$ cat src/hw/rtl/adps_pkg.sv
// Shared types, constants, mask tables and the square-root step for the disc pixel shader.
package adps_pkg;

	// Matrix geometry: serpentine chain of panels stacked in rows.
	localparam int PANEL_COLS  = 32;
	localparam int PANEL_ROWS  = 8;
	localparam int PANEL_COUNT = 3;
	localparam int CANVAS_COLS = 36;
	localparam int CANVAS_ROWS = 28;
	localparam int LED_COUNT   = PANEL_COLS * PANEL_ROWS * PANEL_COUNT;

	// Occlusion mask store.
	localparam int MASK_COLS = 36;
	localparam int MASK_ROWS = 28;
	localparam int MCOL_W    = $clog2(MASK_COLS);
	localparam int MROW_W    = $clog2(MASK_ROWS);

	// Field widths.
	localparam int COORD_W  = 6;
	localparam int CENTER_W = 14;
	localparam int COLOR_W  = 24;
	localparam int RADIUS_W = 10;
	localparam int INDEX_W  = 10;
	localparam int CHAN_W   = 8;

	// Distance arithmetic: squares of 14-bit magnitudes, and a square root that is only
	// needed below 2^20 because the radius never exceeds 1023 in Q2.8.
	localparam int MAG_W       = 14;
	localparam int SQ_W        = 2 * MAG_W;
	localparam int D2_W        = SQ_W + 1;
	localparam int RAD_W       = 2 * RADIUS_W;
	localparam int REM_W       = RADIUS_W + 1;
	localparam int SQRT_ITERS  = 2;
	localparam int SQRT_STAGES = RADIUS_W / SQRT_ITERS;

	// Register indexes of the configuration port.
	typedef enum logic [2:0] {
		REG_SUN_RGB     = 3'd0,
		REG_MOON_RGB    = 3'd1,
		REG_SUN_RAD     = 3'd2,
		REG_MOON_RAD    = 3'd3,
		REG_COL_ORIGIN  = 3'd4,
		REG_ROW_ORIGIN  = 3'd5,
		REG_MASK_ENABLE = 3'd6,
		REG_PANEL_FLIP  = 3'd7
	} cfg_reg_e;

	typedef struct packed {
		logic [COLOR_W-1:0]  sun_rgb;
		logic [COLOR_W-1:0]  moon_rgb;
		logic [RADIUS_W-1:0] sun_rad;
		logic [RADIUS_W-1:0] moon_rad;
		logic [COORD_W-1:0]  col_origin;
		logic [COORD_W-1:0]  row_origin;
		logic [2:0]          mask_enable;
		logic [2:0]          panel_flip;
	} cfg_t;

	// Request handed from the front end to the square-root pipeline.
	typedef struct packed {
		logic [RAD_W-1:0]   rad;
		logic [INDEX_W-1:0] led;
		logic               sel;
	} dsq_t;

	// Request handed from the square-root pipeline to the shading stages.
	typedef struct packed {
		logic [RADIUS_W-1:0] dist_q8;
		logic [INDEX_W-1:0]  led;
		logic                sel;
	} dist_t;

	// Working state of the digit-by-digit square root.
	typedef struct packed {
		logic [RAD_W-1:0]    rad;
		logic [REM_W-1:0]    rem;
		logic [RADIUS_W-1:0] root;
	} sq_t;

	// Bit x of row y set means that pixel is occluded.
	localparam logic [MASK_COLS-1:0] FRONT_ROWS [MASK_ROWS] = '{
		36'h0031ffe00, 36'h01f07fc00, 36'h0000001c0, 36'h000001fff, 36'h0000000ff,
		36'h0, 36'h0, 36'h0, 36'h0, 36'h0, 36'h0, 36'h0, 36'h0,
		36'h000000030, 36'h000003fff, 36'h000007fff, 36'h00001ffe0, 36'h000008000,
		36'h0, 36'h0, 36'h0, 36'h0, 36'h0, 36'h0, 36'h0, 36'h0, 36'h0, 36'h0
	};

	localparam logic [MASK_COLS-1:0] BACK_ROWS [MASK_ROWS] = '{
		36'h0, 36'h0, 36'h0, 36'h0, 36'h0, 36'h0, 36'h0, 36'h0, 36'h0, 36'h0,
		36'h0, 36'h0, 36'h0,
		36'h000180000, 36'h0087e0000, 36'h03ffe8000, 36'h01c7e0000, 36'h000661bf0,
		36'h0, 36'h0, 36'h0, 36'h0, 36'h0, 36'h0, 36'h0, 36'h0, 36'h0, 36'h0
	};

	localparam logic [MASK_COLS-1:0] HORIZON_ROWS [MASK_ROWS] = '{
		36'h0, 36'h0, 36'h0, 36'h0, 36'h0, 36'h0, 36'h0, 36'h0, 36'h0, 36'h0,
		36'h0, 36'h0, 36'h0, 36'h0, 36'h0, 36'h0, 36'h0,
		36'h000006000, 36'h000007000, 36'h00002fc00,
		36'hfffffffff, 36'hfffffffff, 36'hfffffffff, 36'hfffffffff,
		36'hfffffffff, 36'hfffffffff, 36'hfffffffff, 36'hfffffffff
	};

	// One restoring step: brings down the next two radicand bits and settles one root bit.
	function automatic sq_t sqrt_iter(sq_t a);
		logic [REM_W+1:0] r;
		logic [REM_W+1:0] t;
		sq_t              res;
		r        = {a.rem, a.rad[RAD_W-1 -: 2]};
		t        = {1'b0, a.root, 2'b01};
		res.rad  = {a.rad[RAD_W-3:0], 2'b00};
		if (r >= t) begin
			res.rem  = REM_W'(r - t);
			res.root = {a.root[RADIUS_W-2:0], 1'b1};
		end else begin
			res.rem  = r[REM_W-1:0];
			res.root = {a.root[RADIUS_W-2:0], 1'b0};
		end
		return res;
	endfunction

endpackage

$ cat src/hw/rtl/adps_front.sv
// Front end: painting and mask culling, offsets, squares, LED chain position.
module adps_front (
	input  logic                              clk,
	input  logic                              arst_n,
	input  adps_pkg::cfg_t                    cfg,
	input  logic                              in_valid,
	output logic                              in_ready,
	input  logic [adps_pkg::COORD_W-1:0]      pixel_x,
	input  logic [adps_pkg::COORD_W-1:0]      pixel_y,
	input  logic [adps_pkg::CENTER_W-1:0]     center_col,
	input  logic [adps_pkg::CENTER_W-1:0]     center_row,
	input  logic                              body_select,
	output logic                              out_valid,
	input  logic                              out_ready,
	output adps_pkg::dsq_t                    out_req
);

	logic                              keep_in;
	logic signed [adps_pkg::CENTER_W+1:0] dx, dy;
	logic [adps_pkg::MAG_W-1:0]        adx, ady;

	logic                              v_s1, v_s2, v_s3;
	logic                              rdy1, rdy2, rdy3;
	logic [adps_pkg::COORD_W-1:0]      x_s1, y_s1;
	logic                              sel_s1, sel_s2;
	logic [adps_pkg::MAG_W-1:0]        adx_s1, ady_s1;
	logic [adps_pkg::SQ_W-1:0]         sqx_s2, sqy_s2;
	logic [adps_pkg::INDEX_W-1:0]      led_s2;
	adps_pkg::dsq_t                    req_s3;

	logic signed [adps_pkg::COORD_W:0] mx, my;
	logic                              in_matrix;
	logic [adps_pkg::COORD_W-1:0]      my_u, panel, ly, lx, row;
	logic                              flip;
	logic [adps_pkg::INDEX_W-1:0]      led_idx;
	logic [adps_pkg::D2_W-1:0]         d2;

	// Culling on the incoming request; masks outside the store never occlude.
	always_comb begin
		logic hit_f, hit_b, hit_h;
		hit_f = 1'b0;
		hit_b = 1'b0;
		hit_h = 1'b0;
		if (pixel_x < adps_pkg::MASK_COLS && pixel_y < adps_pkg::MASK_ROWS) begin
			hit_f = adps_pkg::FRONT_ROWS[pixel_y[adps_pkg::MROW_W-1:0]]
				[pixel_x[adps_pkg::MCOL_W-1:0]];
			hit_b = adps_pkg::BACK_ROWS[pixel_y[adps_pkg::MROW_W-1:0]]
				[pixel_x[adps_pkg::MCOL_W-1:0]];
			hit_h = adps_pkg::HORIZON_ROWS[pixel_y[adps_pkg::MROW_W-1:0]]
				[pixel_x[adps_pkg::MCOL_W-1:0]];
		end
		keep_in = pixel_x < adps_pkg::CANVAS_COLS && pixel_y < adps_pkg::CANVAS_ROWS
			&& !(cfg.mask_enable[0] && hit_f)
			&& !(cfg.mask_enable[1] && hit_b)
			&& !(cfg.mask_enable[2] && hit_h);
	end

	assign dx  = signed'({2'b00, pixel_x, 8'h00}) - signed'({2'b00, center_col});
	assign dy  = signed'({2'b00, pixel_y, 8'h00}) - signed'({2'b00, center_row});
	assign adx = dx[adps_pkg::CENTER_W+1] ? adps_pkg::MAG_W'(-dx) : dx[adps_pkg::MAG_W-1:0];
	assign ady = dy[adps_pkg::CENTER_W+1] ? adps_pkg::MAG_W'(-dy) : dy[adps_pkg::MAG_W-1:0];

	// Serpentine position: odd columns run upwards, flipped panels are mirrored both ways.
	always_comb begin
		mx        = signed'({1'b0, x_s1}) - signed'({1'b0, cfg.col_origin});
		my        = signed'({1'b0, y_s1}) - signed'({1'b0, cfg.row_origin});
		in_matrix = mx >= 0 && mx < adps_pkg::PANEL_COLS && my >= 0
			&& my < adps_pkg::PANEL_ROWS * adps_pkg::PANEL_COUNT;
		my_u      = my[adps_pkg::COORD_W-1:0];
		panel     = adps_pkg::COORD_W'(my_u / adps_pkg::PANEL_ROWS);
		ly        = adps_pkg::COORD_W'(my_u % adps_pkg::PANEL_ROWS);
		lx        = mx[adps_pkg::COORD_W-1:0];
		flip      = panel < 3 && cfg.panel_flip[panel[1:0]];
		if (flip) begin
			lx = adps_pkg::COORD_W'(adps_pkg::PANEL_COLS - 1) - lx;
			ly = adps_pkg::COORD_W'(adps_pkg::PANEL_ROWS - 1) - ly;
		end
		row       = lx[0] ? adps_pkg::COORD_W'(adps_pkg::PANEL_ROWS - 1) - ly : ly;
		led_idx   = adps_pkg::INDEX_W'(lx * adps_pkg::PANEL_ROWS)
			+ adps_pkg::INDEX_W'(row)
			+ adps_pkg::INDEX_W'(panel * (adps_pkg::PANEL_COLS * adps_pkg::PANEL_ROWS));
	end

	assign d2 = {1'b0, sqx_s2} + {1'b0, sqy_s2};

	assign rdy3     = !v_s3 || out_ready;
	assign rdy2     = !v_s2 || rdy3;
	assign rdy1     = !v_s1 || rdy2;
	assign in_ready = rdy1;

	always_ff @(posedge clk or negedge arst_n) begin
		if (!arst_n) begin
			v_s1 <= 1'b0;
			v_s2 <= 1'b0;
			v_s3 <= 1'b0;
		end else begin
			if (rdy1) v_s1 <= in_valid && keep_in;
			if (rdy2) v_s2 <= v_s1 && in_matrix;
			if (rdy3) v_s3 <= v_s2 && d2[adps_pkg::D2_W-1:adps_pkg::RAD_W] == '0;
		end
	end

	always_ff @(posedge clk) begin
		if (rdy1) begin
			x_s1   <= pixel_x;
			y_s1   <= pixel_y;
			sel_s1 <= body_select;
			adx_s1 <= adx;
			ady_s1 <= ady;
		end
		if (rdy2) begin
			sqx_s2 <= adx_s1 * adx_s1;
			sqy_s2 <= ady_s1 * ady_s1;
			led_s2 <= led_idx;
			sel_s2 <= sel_s1;
		end
		if (rdy3) begin
			req_s3.rad <= d2[adps_pkg::RAD_W-1:0];
			req_s3.led <= led_s2;
			req_s3.sel <= sel_s2;
		end
	end

	assign out_valid = v_s3;
	assign out_req   = req_s3;

endmodule

$ cat src/hw/rtl/adps_isqrt.sv
// Pipelined integer square root, two result bits per stage.
module adps_isqrt (
	input  logic           clk,
	input  logic           arst_n,
	input  logic           in_valid,
	output logic           in_ready,
	input  adps_pkg::dsq_t in_req,
	output logic           out_valid,
	input  logic           out_ready,
	output adps_pkg::dist_t out_req
);

	adps_pkg::sq_t                    sq_s  [adps_pkg::SQRT_STAGES];
	logic [adps_pkg::INDEX_W-1:0]     led_s [adps_pkg::SQRT_STAGES];
	logic                             sel_s [adps_pkg::SQRT_STAGES];
	logic [adps_pkg::SQRT_STAGES-1:0] v_s;
	logic [adps_pkg::SQRT_STAGES:0]   rdy;
	adps_pkg::sq_t                    nxt   [adps_pkg::SQRT_STAGES];

	always_comb begin
		rdy[adps_pkg::SQRT_STAGES] = out_ready;
		for (int k = adps_pkg::SQRT_STAGES - 1; k >= 0; k--) begin
			rdy[k] = !v_s[k] || rdy[k+1];
		end
	end

	always_comb begin
		nxt[0].rad  = in_req.rad;
		nxt[0].rem  = '0;
		nxt[0].root = '0;
		for (int k = 1; k < adps_pkg::SQRT_STAGES; k++) begin
			nxt[k] = sq_s[k-1];
		end
		for (int k = 0; k < adps_pkg::SQRT_STAGES; k++) begin
			for (int i = 0; i < adps_pkg::SQRT_ITERS; i++) begin
				nxt[k] = adps_pkg::sqrt_iter(nxt[k]);
			end
		end
	end

	always_ff @(posedge clk or negedge arst_n) begin
		if (!arst_n) begin
			v_s <= '0;
		end else begin
			if (rdy[0]) v_s[0] <= in_valid;
			for (int k = 1; k < adps_pkg::SQRT_STAGES; k++) begin
				if (rdy[k]) v_s[k] <= v_s[k-1];
			end
		end
	end

	always_ff @(posedge clk) begin
		if (rdy[0]) begin
			sq_s[0]  <= nxt[0];
			led_s[0] <= in_req.led;
			sel_s[0] <= in_req.sel;
		end
		for (int k = 1; k < adps_pkg::SQRT_STAGES; k++) begin
			if (rdy[k]) begin
				sq_s[k]  <= nxt[k];
				led_s[k] <= led_s[k-1];
				sel_s[k] <= sel_s[k-1];
			end
		end
	end

	assign in_ready        = rdy[0];
	assign out_valid       = v_s[adps_pkg::SQRT_STAGES-1];
	assign out_req.dist_q8 = sq_s[adps_pkg::SQRT_STAGES-1].root;
	assign out_req.led     = led_s[adps_pkg::SQRT_STAGES-1];
	assign out_req.sel     = sel_s[adps_pkg::SQRT_STAGES-1];

endmodule

$ cat src/hw/rtl/adps_shade.sv
// Edge coverage from the distance, then colour scaling into the output register.
module adps_shade (
	input  logic                          clk,
	input  logic                          arst_n,
	input  adps_pkg::cfg_t                cfg,
	input  logic                          in_valid,
	output logic                          in_ready,
	input  adps_pkg::dist_t               in_req,
	output logic                          out_valid,
	input  logic                          out_ready,
	output logic [adps_pkg::INDEX_W-1:0]  led_index,
	output logic [adps_pkg::CHAN_W-1:0]   red,
	output logic [adps_pkg::CHAN_W-1:0]   green,
	output logic [adps_pkg::CHAN_W-1:0]   blue
);

	logic [adps_pkg::RADIUS_W-1:0] radius, diff;
	logic                          lit;
	logic [8:0]                    alpha;
	logic [16:0]                   prod;
	logic [adps_pkg::COLOR_W-1:0]  color;
	logic [8:0]                    gain;
	logic [16:0]                   mr, mg, mb;

	logic                          v_s9, v_s10, rdy9, rdy10;
	logic [adps_pkg::CHAN_W-1:0]   s_s9;
	logic [adps_pkg::INDEX_W-1:0]  led_s9, led_s10;
	logic                          sel_s9;
	logic [adps_pkg::CHAN_W-1:0]   red_s10, green_s10, blue_s10;

	// Coverage ramps over a quarter pixel inside the rim and saturates at one.
	always_comb begin
		radius = in_req.sel ? cfg.moon_rad : cfg.sun_rad;
		lit    = in_req.dist_q8 < radius;
		diff   = radius - in_req.dist_q8;
		alpha  = (diff >= adps_pkg::RADIUS_W'(64)) ? 9'd256 : {1'b0, diff[5:0], 2'b00};
		prod   = {alpha, 8'h00} - 17'(alpha) + 17'd128;
	end

	always_comb begin
		color = sel_s9 ? cfg.moon_rgb : cfg.sun_rgb;
		gain  = {1'b0, s_s9} + 9'd1;
		mr    = color[23:16] * gain;
		mg    = color[15:8] * gain;
		mb    = color[7:0] * gain;
	end

	assign rdy10    = !v_s10 || out_ready;
	assign rdy9     = !v_s9 || rdy10;
	assign in_ready = rdy9;

	always_ff @(posedge clk or negedge arst_n) begin
		if (!arst_n) begin
			v_s9  <= 1'b0;
			v_s10 <= 1'b0;
		end else begin
			if (rdy9) v_s9 <= in_valid && lit;
			if (rdy10) v_s10 <= v_s9;
		end
	end

	always_ff @(posedge clk) begin
		if (rdy9) begin
			s_s9   <= prod[15:8];
			led_s9 <= in_req.led;
			sel_s9 <= in_req.sel;
		end
		if (rdy10) begin
			led_s10   <= led_s9;
			red_s10   <= mr[15:8];
			green_s10 <= mg[15:8];
			blue_s10  <= mb[15:8];
		end
	end

	assign out_valid = v_s10;
	assign led_index = led_s10;
	assign red       = red_s10;
	assign green     = green_s10;
	assign blue      = blue_s10;

endmodule

$ cat src/hw/rtl/antialiased_disc_pixel_shader.sv
// Top level of the anti-aliased disc pixel shader: configuration registers and pipeline.
//
// Pixel requests arrive on pix_valid/pix_ready with painting coordinates, the body
// centre in Q6.8 and the sun/moon select. Each request yields at most one result on
// led_valid/led_ready: the chain position of the LED and the scaled colour. Pixels
// outside the painting, under an enabled mask, outside the disc or off the matrix
// give nothing and simply leave a bubble behind.
// The pipeline is ten register stages deep: three for culling, offsets, squares and
// the chain position, five for the square root (two root bits per stage) and two
// for coverage and colour scaling. A lit pixel is presented once its request has
// passed through every stage; one request is taken every cycle while led_ready
// does not stall the pipeline.
// Every stage holds its own valid bit, so when led_ready is low the pipeline keeps
// accepting requests until its stages fill up; nothing is lost or repeated.
// Configuration writes on cfg_valid/cfg_ready are always accepted and
// should be made while no request is in flight.
// Reset clears every valid bit and loads the default colours, radii, origin, mask
// enables and panel flips.
module antialiased_disc_pixel_shader (
	input  logic                              clk,
	input  logic                              arst_n,
	input  logic                              cfg_valid,
	output logic                              cfg_ready,
	input  logic [2:0]                        cfg_index,
	input  logic [adps_pkg::COLOR_W-1:0]      cfg_data,
	input  logic                              pix_valid,
	output logic                              pix_ready,
	input  logic [adps_pkg::COORD_W-1:0]      pixel_x,
	input  logic [adps_pkg::COORD_W-1:0]      pixel_y,
	input  logic [adps_pkg::CENTER_W-1:0]     center_col,
	input  logic [adps_pkg::CENTER_W-1:0]     center_row,
	input  logic                              body_select,
	output logic                              led_valid,
	input  logic                              led_ready,
	output logic [adps_pkg::INDEX_W-1:0]      led_index,
	output logic [adps_pkg::CHAN_W-1:0]       red,
	output logic [adps_pkg::CHAN_W-1:0]       green,
	output logic [adps_pkg::CHAN_W-1:0]       blue
);

	adps_pkg::cfg_t  cfg_q;
	logic            fr_valid, fr_ready, sq_valid, sq_ready;
	adps_pkg::dsq_t  fr_req;
	adps_pkg::dist_t sq_req;

	assign cfg_ready = 1'b1;

	always_ff @(posedge clk or negedge arst_n) begin
		if (!arst_n) begin
			cfg_q.sun_rgb     <= 24'd16766528;
			cfg_q.moon_rgb    <= 24'd12505855;
			cfg_q.sun_rad     <= 10'd512;
			cfg_q.moon_rad    <= 10'd256;
			cfg_q.col_origin  <= 6'd2;
			cfg_q.row_origin  <= 6'd0;
			cfg_q.mask_enable <= 3'd7;
			cfg_q.panel_flip  <= 3'd5;
		end else if (cfg_valid) begin
			case (adps_pkg::cfg_reg_e'(cfg_index))
				adps_pkg::REG_SUN_RGB:     cfg_q.sun_rgb     <= cfg_data;
				adps_pkg::REG_MOON_RGB:    cfg_q.moon_rgb    <= cfg_data;
				adps_pkg::REG_SUN_RAD:     cfg_q.sun_rad     <= cfg_data[9:0];
				adps_pkg::REG_MOON_RAD:    cfg_q.moon_rad    <= cfg_data[9:0];
				adps_pkg::REG_COL_ORIGIN:  cfg_q.col_origin  <= cfg_data[5:0];
				adps_pkg::REG_ROW_ORIGIN:  cfg_q.row_origin  <= cfg_data[5:0];
				adps_pkg::REG_MASK_ENABLE: cfg_q.mask_enable <= cfg_data[2:0];
				adps_pkg::REG_PANEL_FLIP:  cfg_q.panel_flip  <= cfg_data[2:0];
				default: ;
			endcase
		end
	end

	adps_front u_front (
		.clk         (clk),
		.arst_n      (arst_n),
		.cfg         (cfg_q),
		.in_valid    (pix_valid),
		.in_ready    (pix_ready),
		.pixel_x     (pixel_x),
		.pixel_y     (pixel_y),
		.center_col  (center_col),
		.center_row  (center_row),
		.body_select (body_select),
		.out_valid   (fr_valid),
		.out_ready   (fr_ready),
		.out_req     (fr_req)
	);

	adps_isqrt u_isqrt (
		.clk       (clk),
		.arst_n    (arst_n),
		.in_valid  (fr_valid),
		.in_ready  (fr_ready),
		.in_req    (fr_req),
		.out_valid (sq_valid),
		.out_ready (sq_ready),
		.out_req   (sq_req)
	);

	adps_shade u_shade (
		.clk       (clk),
		.arst_n    (arst_n),
		.cfg       (cfg_q),
		.in_valid  (sq_valid),
		.in_ready  (sq_ready),
		.in_req    (sq_req),
		.out_valid (led_valid),
		.out_ready (led_ready),
		.led_index (led_index),
		.red       (red),
		.green     (green),
		.blue      (blue)
	);

endmodule

$ cat config.mk
export PLATFORM = sky130hd
export DESIGN_NAME = antialiased_disc_pixel_shader
export DESIGN_NICKNAME = d
export VERILOG_FILES = /design/src/hw/rtl/adps_pkg.sv /design/src/hw/rtl/adps_front.sv /design/src/hw/rtl/adps_isqrt.sv /design/src/hw/rtl/adps_shade.sv /design/src/hw/rtl/antialiased_disc_pixel_shader.sv
export SDC_FILE = /design/constraint.sdc
export NUM_CORES = 2
export LEC_CHECK = 0
export ABC_CLOCK_PERIOD_IN_PS = 13300
export BUFFER_PORTS_ARGS = -buffer_cell sky130_fd_sc_hd__buf_2
export CAP_MARGIN = 40
export CORE_ASPECT_RATIO = 1.2
export CORE_MARGIN = 2
export CORE_UTILIZATION = 50
export DETAILED_ROUTE_END_ITERATION = 12
export GPL_TIMING_DRIVEN = 0
export PLACE_DENSITY = 0.66
export SYNTH_ARGS = -nofsm -noshare
export SYNTH_HDL_FRONTEND = slang
export SYNTH_SLANG_ARGS = --single-unit
$ cat constraint.sdc
create_clock -name clk -period 13.3 [get_ports clk]
set_input_delay 1.995 -clock clk [delete_from_list [all_inputs] [get_ports clk]]
set_output_delay 1.995 -clock clk [all_outputs]
set_load 0.1 [all_outputs]
==> impl_results.md <==
* Final std cells w/o fill at 5023
* # hold bufs at CTS at 0
* Post-Synth XOR/XNOR Area at 0.0496
* Gr usage total at 0.221
* Synth Area in Compound Gates at 0.0831
* Run status: completed
* Fin crit share at 0.561
* IO Count at 110
* Unrepaired setup endpoints after global routing: no
* # port buffers at about 110
* CP Capture Type: register
* Placed cells at 4932
* Cts repair resizes at 0
* Clk_skew at 0.0205 ns
* Worst Max-Slew Pin Slew at between 0.9 and 1 ns
* Placeable Area at about 80000 um^2
* Most frequent cells in the layout: 642 x inv_1, 411 x ha_1, 363 x nand2_1
* Area Growth Syn to Fin at 9.50%
* Placed Area at between 40000 and 50000 um^2
* Post-synth ARST share at 0.213
* Starting density of the core at 0.506
* Unique cell type count in the Yosys netlist at 84
* FP Rows at ~110
* Num CTS Buffers at 48
* Synth Register Bits at 451
* Area of the multi-input gates at 23700 um^2
* Post-synthesis simple-gate area fraction at 0.114
* Hpwl dp at 69000 um
* Post-Syn Area at 39500 um^2
* Final count of negative-setup-slack endpoints at 0
* RePlAce Congestion at 0.885
* GRT overflow at 0
* Setup Fix Bufs, Post-CTS at 0
* CP Class: register to register
* H-Tree Depth at 2
* CTS tree: done
* Root Buffer: clkbuf_16
* Initial antenna violation count at 2
* Via-per-instance ratio at 5.32
* Commonest non-fill, non-tap cell in the layout: inv_1
* Arrival time of the worst setup path at 7.81 ns
* Vias in the first global route at 28.0k
* Synth Area per Inst at 10.4 um^2
* Clock-pin slew on the worst setup and hold paths at about 0.070 ns
* Highest Clock Rate at 0.134 GHz
* Final instance area at 43300 um^2
* First-pass GRT wire length at 143000 um
* Post-synth top flop: edfxtp_1
* Initial drt markers at approximately 1.2k
* DR WL/cell at 17.3 um
* Slew Viols, Final at 0
* Final WL at 87000 um
* DRC at 0
* Largest net degree at the start of global routing at 67
* Rel. slew slack at 0.384
* Die width at 261 um
* Layout cells sized above 1 at 0.105
* CP startpoint kind: register
* CTS sink count at between 400 and 500
* Via Count at around 27k
* Min cycle time layout at approximately 7.5 ns
* Skew-Pair Late Insertion Delay at 0.62 ns
* Die span in y at between 300 and 400 um
* Nets at 4792
* CTS max path bufs at 3
* Drt pass-1 iters at 5
* Max_cap viols at 0
* Yosys warnings at 0
* Largest family of logic cells by synthesized area: adder cells
* Detail Route Antenna Nets at 0
* R2R Setup Slk at 5.84 ns
* Area share of fa/ha/maj cells after synthesis at 0.308
* Setup TNS at 0 ns
* Post-synthesis mux area share at 0.0427
* Post-Syn Instances at between 3k and 4k
* EDFF count, synth at about 360
* Hold WC Path Type: register to register
* Seq/Total Area, Yosys at 0.332
* Hold Vio Cnt, Final at 0
* Worst-path maximum fanout at 10
* Full die area at 81300 um^2
* Storage element area at around 13000 um^2
* Filler cells at 6875
* WP data required at 13.65 ns
==> synth_stat cells (all sizes together) (18+ instances only) <==
cell,count,area share
a211oi,18,0.0034
a21o,60,0.011
a21oi,138,0.017
a31oi,29,0.0050
and2,88,0.014
clkbuf,76,0.0072
dfrtp,56,0.035
dfstp,40,0.027
edfxtp,355,0.27
fa,351,0.18
ha,411,0.13
inv,646,0.061
mux2,124,0.035
mux2i,29,0.0073
nand2,364,0.035
nand2b,36,0.0057
nand3,40,0.0051
nor2,219,0.021
nor2b,37,0.0059
nor3,63,0.0081
o21a,39,0.0074
o21ai,95,0.012
or2,18,0.0028
xnor2,150,0.033
xor2,74,0.016
==> state kept, by name (all words and copies together) (netlist names), 14 cells and up <==
| name | count |
|---|---|
| u_front.adx_s1 | 14 |
| u_front.sqy_s2 | 27 |
| u_isqrt.led_s | 50 |
| u_front.sqx_s2 | 27 |
| cfg_q | 86 |
| u_isqrt.sq_s | 110 |
| u_front.ady_s1 | 14 |
| u_front.out_req | 31 |
==> critical path: stages, from the launching register on <==
cell	delay, ns
edfxtp_1	0.58
clkbuf_1	0.50
nand2_1	0.19
fa_1	0.56
fa_1	0.52
inv_1	0.05
fa_1	0.50
inv_1	0.05
fa_1	0.47
inv_1	0.05
fa_1	0.52
inv_1	0.05
fa_1	0.51
inv_1	0.06
ha_1	0.36
o21a_1	0.14
o21ai_0	0.08
o21ai_0	0.26
a211oi_1	0.11
o41ai_1	0.84
a21o_1	0.24
a31oi_1	0.14
o21bai_1	0.16
a21oi_1	0.09
xnor2_1	0.14
==> layer usage <==
| layer | part of all wire | global-route usage | vias up | wire length, um |
|---|---|---|---|---|
| met3 | 0.034 | 0.0225 | 151 | 2920 |
| met1 | 0.40 | 0.265 | 13153 | 35200 |
| li1 | - | - | 12957 | - |
| met4 | 0.037 | 0.0781 | 2 | 3230 |
| met2 | 0.52 | 0.409 | 475 | 45600 |
| met5 | 0.00016 | 0 | - | 14 |
==> cell type report <==
| class | count | share of cell area |
|---|---|---|
| Antenna cell | 1 | 0.0000578 |
| Buffer | 88 | 0.00835 |
| Clock buffer | 62 | 0.0306 |
| Clock inverter | 27 | 0.00795 |
| Inverter | 646 | 0.0560 |
| Multi-Input combinational cell | 2601 | 0.546 |
| Sequential cell | 451 | 0.303 |
| Tap cell | 1026 | 0.0297 |
| Timing Repair Buffer | 121 | 0.0181 |
==> path summary, 6_finish.rpt <==
path	to	from	cells past startpoint
worst max-delay path	u_front.sqy_s2[25]	u_front.ady_s1[2]	24
worst min-delay path	u_isqrt.led_s[0][2]	u_front.out_req[3]	0
worst max register to register	u_front.sqy_s2[25]	u_front.ady_s1[2]	24
worst min register to register	u_isqrt.led_s[0][2]	u_front.out_req[3]	0
max in group asynchronous	cfg_q[2]	arst_n	2
min in group asynchronous	cfg_q[51]	arst_n	1
==> per-stage QoR <==
| stage | worst slack (ns) | util | hold slack [ns] |
|---|---|---|---|
| after floorplan | 5.48 | - | 0.400 |
| after global placement | 3.53 | 0.530 | 0.401 |
| after detailed placement | 5.92 | 0.533 | 0.405 |
| after CTS | 5.89 | 0.554 | 0.414 |
| after global routing | 5.46 | 0.555 | 0.420 |
| final | 5.84 | 0.555 | 0.413 |
==> logic make-up after synthesis <==
kind of cell	count (synthesis)
AO/OA/AOI/OAI	502
XOR/XNOR	224
adder cells (fa/ha/maj)	762
buffers and inverters	734
flip-flops	451
multiplexers	153
other	1
AND/OR/NAND/NOR	958
Power is not shown: default switching activity piles up to over one toggle a cycle in this logic, so the estimate is an artifact.
